--- src/hsfrg_pkg.sv ---
// ----------------------------------------------------------------------------
// hsfrg_pkg: shared types and constants of the site rate gate
// Slot layout, controller states, command/status bundles, fixed constants.
// ----------------------------------------------------------------------------
package hsfrg_pkg;

	localparam int unsigned SRC_W = 32;
	localparam int unsigned FRM_W = 32;
	localparam int unsigned RAT_W = 17;
	localparam int unsigned FRAC_W = 16;              // Q1.16 fraction bits
	localparam int unsigned PROD_W = FRM_W + RAT_W;

	localparam int unsigned S_TDATA_W = 88;           // 81 field bits padded to bytes
	localparam int unsigned M_TDATA_W = 8;

	localparam logic [RAT_W-1:0] Q_ONE = 17'h10000;

	// hash: key = (s ^ (s >> 4)) * golden multiplier, bits above 8
	localparam logic [SRC_W-1:0] HASH_MULT = 32'd2654435761;
	localparam int unsigned HASH_SHIFT = 4;
	localparam int unsigned KEY_LSB = 8;
	localparam int unsigned HKEY_W = SRC_W - KEY_LSB;

	// slot index reduction: reciprocal quotient estimate, then multiply-back and fix-up
	localparam int unsigned MOD_STEPS = 2;
	localparam int unsigned MSTEP_W = $clog2(MOD_STEPS);

	typedef struct packed {
		logic [SRC_W-1:0] source;
		logic [FRM_W-1:0] last_frame;
		logic [RAT_W-1:0] carry;
		logic             open;
	} slot_t;

	localparam slot_t SLOT_EMPTY = '{source: '0, last_frame: '0, carry: '0, open: 1'b1};

	typedef enum logic [2:0] {
		ST_CLEAR,
		ST_IDLE,
		ST_HASH,
		ST_MOD,
		ST_PROBE,
		ST_MUL,
		ST_DONE
	} state_t;

	typedef struct packed {
		logic clr_en;
		logic load_in;
		logic hash_go;
		logic mod_step;
		logic probe_start;
		logic probe_run;
		logic mul_go;
		logic finish;
	} cmd_t;

	typedef struct packed {
		logic clr_done;
		logic zero_src;
		logic mod_last;
		logic probe_hit;
		logic probe_miss;
		logic out_free;
	} sts_t;

endpackage

--- src/hsfrg_ctrl.sv ---
// ----------------------------------------------------------------------------
// hsfrg_ctrl: sequencing controller of the site rate gate
// Steps the datapath through clear, hash, index reduction, probe, decide.
// ----------------------------------------------------------------------------
module hsfrg_ctrl import hsfrg_pkg::*; (
	input  logic clk,
	input  logic arst_n,
	input  logic s_tvalid,
	output logic s_tready,
	input  sts_t sts,
	output cmd_t cmd
);

	state_t state_q, state_nx;

	always_ff @(posedge clk or negedge arst_n) begin
		if (!arst_n) begin
			state_q <= ST_CLEAR;
		end else begin
			state_q <= state_nx;
		end
	end

	always_comb begin
		state_nx = state_q;
		unique case (state_q)
			ST_CLEAR: begin
				if (sts.clr_done) state_nx = ST_IDLE;
			end
			ST_IDLE: begin
				if (s_tvalid) state_nx = ST_HASH;
			end
			ST_HASH: begin
				state_nx = sts.zero_src ? ST_DONE : ST_MOD;
			end
			ST_MOD: begin
				if (sts.mod_last) state_nx = ST_PROBE;
			end
			ST_PROBE: begin
				priority if (sts.probe_hit) state_nx = ST_MUL;
				else if (sts.probe_miss) state_nx = ST_DONE;
			end
			ST_MUL: begin
				state_nx = ST_DONE;
			end
			ST_DONE: begin
				if (sts.out_free) state_nx = ST_IDLE;
			end
			default: begin
				state_nx = ST_CLEAR;
			end
		endcase
	end

	always_comb begin
		cmd      = '0;
		s_tready = 1'b0;
		unique case (state_q)
			ST_CLEAR: cmd.clr_en = 1'b1;
			ST_IDLE: begin
				s_tready    = 1'b1;
				cmd.load_in = s_tvalid;
			end
			ST_HASH: cmd.hash_go = 1'b1;
			ST_MOD: begin
				cmd.mod_step    = 1'b1;
				cmd.probe_start = sts.mod_last;
			end
			ST_PROBE: cmd.probe_run = 1'b1;
			ST_MUL:   cmd.mul_go = 1'b1;
			ST_DONE:  cmd.finish = sts.out_free;
			default: begin
				cmd = '0;
			end
		endcase
	end

endmodule

--- config.mk ---
export PLATFORM = sky130hd
export DESIGN_NAME = hsfrg_ctrl
export DESIGN_NICKNAME = d
export VERILOG_FILES = /design/src/hsfrg_pkg.sv /design/src/hsfrg_ctrl.sv
export SDC_FILE = /design/constraint.sdc
export NUM_CORES = 1
export LEC_CHECK = 0
export ABC_AREA = 1
export BUFFER_PORTS_ARGS = -buffer_cell sky130_fd_sc_hd__buf_2
export CORE_AREA = 10 10 47 49
export DETAILED_ROUTE_END_ITERATION = 8
export DIE_AREA = 0 0 57 59
export PLACE_DENSITY = 0.67
export SLEW_MARGIN = 30
export SYNTH_ARGS = -nofsm -noshare
export SYNTH_HDL_FRONTEND = slang
export SYNTH_SLANG_ARGS = --single-unit
--- constraint.sdc ---
create_clock -name clk -period 1.48 [get_ports clk]
set_clock_uncertainty 0.1 [all_clocks]
set_input_delay 0.296 -clock clk [delete_from_list [all_inputs] [get_ports clk]]
set_output_delay 0.296 -clock clk [all_outputs]
set_load 0.05 [all_outputs]
* Yosys cells after proc, flatten, opt, wreduce, memory -nomap -nowiden
Index checks and enable logic that the tools add are counted.
Storage, ports and cells: register bits after elaboration 3, output and inout port bits 9, logic and storage cells 30
Operators by class: equal/unequal tests 11, mux-type cells 16, reduce and logical (&&, ||, !) cells 2
Operators with widths (count):
- $mux W3 | 7
- $pmux W3 S7 | 1
- $eq A3 B3 Y1 const B | 3
- $ne A2 B2 Y1 const B | 4
- $mux W1 | 7
- $eq A3 B2 Y1 const B | 2
- $reduce_and A5 Y1 | 1
- $eq A3 B1 Y1 const B | 1
- $logic_not A3 Y1 | 1
- $ne A3 B3 Y1 const B | 1
- $mux W2 | 1

* Logic depth before layout (Yosys ltp)
depth in word-level cells 3, mapped depth 9, depth with buffers taken out 8

* Worst setup path before layout
Ideal clock, no wire load.
kind reg-to-output, start point register state_q[2], end point output port cmd[3] (netlist name), arrival 1592 ps, setup slack -508 ps, cell stages (with the launch flop) 3, path buffers 1, cell sequence dfrtp_1 > buf_6 > nor3_1
RTL lines:
- start, declared | line hsfrg_ctrl.sv:14 | state_t state_q, state_nx;
- start signal, assigned | line hsfrg_ctrl.sv:20 | state_q <= state_nx;
- end, declared | line hsfrg_ctrl.sv:11 | output cmd_t cmd

==> results.rst <==
.. list-table::
   :header-rows: 1

   * - Metric
     - Value
   * - Global route overflow
     - 0
   * - Layout cell share with drive strength beyond 1
     - roughly 72%
   * - Number of remaining DRC errors
     - 0
   * - Largest fanout of any net on the critical path
     - 6
   * - Hold Worst Slack
     - ~280 ps
   * - GPL Wtd Cong
     - 0.808
   * - CP Class
     - reg -> out
   * - Timing-limited maximum frequency
     - 627 MHz
   * - Total Power Consumption
     - 1.88 mW
   * - Violated checks
     - negative setup slack
   * - Setup Total Neg Slack
     - -814 ps
   * - Syn nets
     - 66
   * - Count of nets after finishing
     - 97
   * - First DRT Iteration DRCs
     - 6
   * - Pwr Density
     - between 2000 and 3000 nW/um^2
   * - Period utilization
     - 108%
   * - Register with the highest flop count
     - state_q
   * - DP Worst Slack
     - -60.1 ps
   * - Relative slew slack
     - 84.1%
   * - Length in cells of the worst reg-to-reg path
     - 10
   * - Synth top area cells
     - sky130_fd_sc_hd__dfrtp_1 (18%), sky130_fd_sc_hd__nor2_4 (17%), sky130_fd_sc_hd__buf_6 (8.3%)
   * - Hold Fails Final Rpt
     - 0
   * - Data required, critical path
     - 1080 ps
   * - Full die area
     - 3360 um^2
   * - Most common cell after layout, fill and taps aside
     - sky130_fd_sc_hd__buf_6
   * - Final ANT Viol Nets
     - 0
   * - Unrepaired setup endpoints after global routing
     - yes
   * - Clk Tree Root Cell
     - sky130_fd_sc_hd__clkbuf_4
   * - Clock sinks
     - 3
   * - Number of distinct library cell variants in the gate-level netlist after synthesis
     - 19
   * - Total of warnings raised by yosys
     - 0
   * - Maximum number of buffers from clock root to sink
     - 2
   * - # fillers
     - 136
   * - Pin slew with the least headroom to its limit
     - 238 ps
   * - Startpoint of the worst setup timing path
     - state_q[1]
   * - Clock slew seen by the registers of the worst setup and hold paths
     - 40 ps
   * - Routed length per placed instance
     - 11.7 um
   * - Worst vdd rail ir drop
     - 1.12 mV
   * - Number of antenna violations at the first check in global routing
     - 0
   * - Critical Path End Type
     - output pin
   * - Largest area contributor in the synthesized netlist
     - sky130_fd_sc_hd__dfrtp_1
   * - Number of levels in the clock H-tree
     - 1
   * - Reported leakage power
     - between 0.3 and 0.4 nW
   * - Quantity of I/O buffers inserted on ports
     - 17
   * - Vias per cell
     - 4.47
   * - Cts bufs inserted
     - 3
   * - Design Area, Final
     - 743 um^2
   * - Fin. max-slew vios
     - 0
   * - Placed cell count
     - 93
   * - Final critical-path setup slack
     - -114 ps
   * - First drt pass iteration count
     - 4
   * - Classification of the worst-slack hold path
     - in -> async
   * - Initial Utilization
     - 29.2%
   * - TritonCTS clock tree
     - built
   * - Wire length of the first global-routing pass
     - approximately 2100 um
   * - Final setup vio count
     - 11
   * - Standard-cell row count
     - 14
   * - Count of mapped cells out of synthesis
     - 57
   * - Critical path data arrival time
     - 1200 ps
   * - Total placed instance area
     - 557 um^2
   * - Number of flip-flops under the largest register name
     - 3
   * - # Max-Cap Violations
     - 0
   * - N_diodes
     - 0
   * - Share of the yosys chip area belonging to registers
     - 18.3%
   * - Post-route non-filler standard cell count
     - 103
   * - Die Y-Extent
     - 59 um
   * - Area of the core
     - 1400 um^2
   * - Start of the worst register-to-register path
     - state_q[1]
   * - Leading cell types in the layout, fill and taps excluded
     - sky130_fd_sc_hd__buf_6 (10), sky130_fd_sc_hd__nor2_4 (8), sky130_fd_sc_hd__buf_2 (8)
   * - Outcome
     - complete, but fails checks
   * - Share of the core filled with cells
     - 53.0%
   * - Die width
     - 57 um
   * - Flip-flop and latch count after synthesis
     - 3
   * - Top-level I/O count
     - 18
   * - Via total after detailed routing
     - 460
   * - Setup crit start kind
     - flip-flop
   * - Registers with the highest flip-flop counts
     - state_q x3
   * - Period minus WS final
     - ~1600 ps
   * - Detailed Place HPWL
     - 904 um
   * - Area share of the largest cell type after synthesis
     - 18.3%
   * - Number of global-route vias before repair
     - 523
   * - Average instance area after synthesis
     - 7.18 um^2
   * - Syn-to-layout area delta
     - 81.7%
   * - Largest net degree at the start of global routing
     - 8
   * - Routed WL
     - 1200 um
   * - Skew-Pair Late Insertion Delay
     - 240 ps
   * - Netlist Area Pre-Place
     - 409 um^2
   * - Total routing resource utilization after global routing
     - 7.60%
## critical path, cell delays in order, from the launching register on
cell and delay [ps]:
sky130_fd_sc_hd__dfrtp_2 460, sky130_fd_sc_hd__buf_6 140, sky130_fd_sc_hd__nand2_4 60, sky130_fd_sc_hd__nor3_4 120, sky130_fd_sc_hd__buf_6 180
## synth_stat cells
cell                      number
sky130_fd_sc_hd__nand2_1       7
sky130_fd_sc_hd__o21ai_1       1
sky130_fd_sc_hd__nor2_4        6
sky130_fd_sc_hd__nand3_1       5
sky130_fd_sc_hd__dfrtp_1       3
sky130_fd_sc_hd__nand2_2       5
sky130_fd_sc_hd__inv_4         2
sky130_fd_sc_hd__o21a_1        1
sky130_fd_sc_hd__nor3_1        3
sky130_fd_sc_hd__o21ai_0       1
sky130_fd_sc_hd__nor2_1        4
sky130_fd_sc_hd__a21oi_1       1
sky130_fd_sc_hd__or2_1         1
sky130_fd_sc_hd__nor2_2        2
sky130_fd_sc_hd__nand2_4       2
sky130_fd_sc_hd__buf_6         3
sky130_fd_sc_hd__inv_1         8
sky130_fd_sc_hd__inv_2         1
sky130_fd_sc_hd__nand3_2       1
## metal layers
metal	share of wire [%]	wire [um]	vias up	global-route usage [%]
met5	0	0	-	0
met4	2.0	24	0	5.03
met3	10	125	2	2.79
met2	55	658	16	13.8
met1	33	395	209	6.97
li1	-	-	233	-
## final cells by class
type                            instances  area (um^2)  area share [%]
Tap cell                               16         20.0            2.69
Inverter                               11         46.3            6.23
Multi-Input combinational cell         40          312            41.9
Sequential cell                         3         78.8            10.6
Clock buffer                            4         26.3            3.54
Timing Repair Buffer                   29          260            35.0
## power breakdown
| part | total (mW) | internal (mW) | switching, mW | leakage (nW) |
|---|---|---|---|---|
| combinational | 1.47 | 0.626 | 0.843 | 0.330 |
| sequential | 0.260 | 0.137 | 0.123 | 0.0329 |
| clock | 0.147 | 0.101 | 0.0458 | 0.0150 |
## final timing paths
kind	slack, ps	to
max in group asynchronous	870	state_q[0]
worst min-delay path	280	state_q[2]
worst max-delay path	-110	cmd[3]
worst max register to register	-30	state_q[1]
worst min register to register	570	state_q[0]
min in group clk	290	state_q[2]
## cell families after synthesis
kind of cell	share of synthesized area [%]
simple gates	56.6
buf+inv	19.6
compound gates	5.50
flops	18.3
## what timing repair did
| action | in CTS | in global routing |
|---|---|---|
| setup endpoints to repair | 11 | 12 |
| resized for setup | 32 | 6 |
| hold buffers | 1 | 0 |
| pin swaps | 3 | 2 |
| hold endpoints to repair | 3 | 0 |
| cloned | 0 | 0 |
| setup buffers | 5 | 0 |
(Power assumes the default switching activity.)
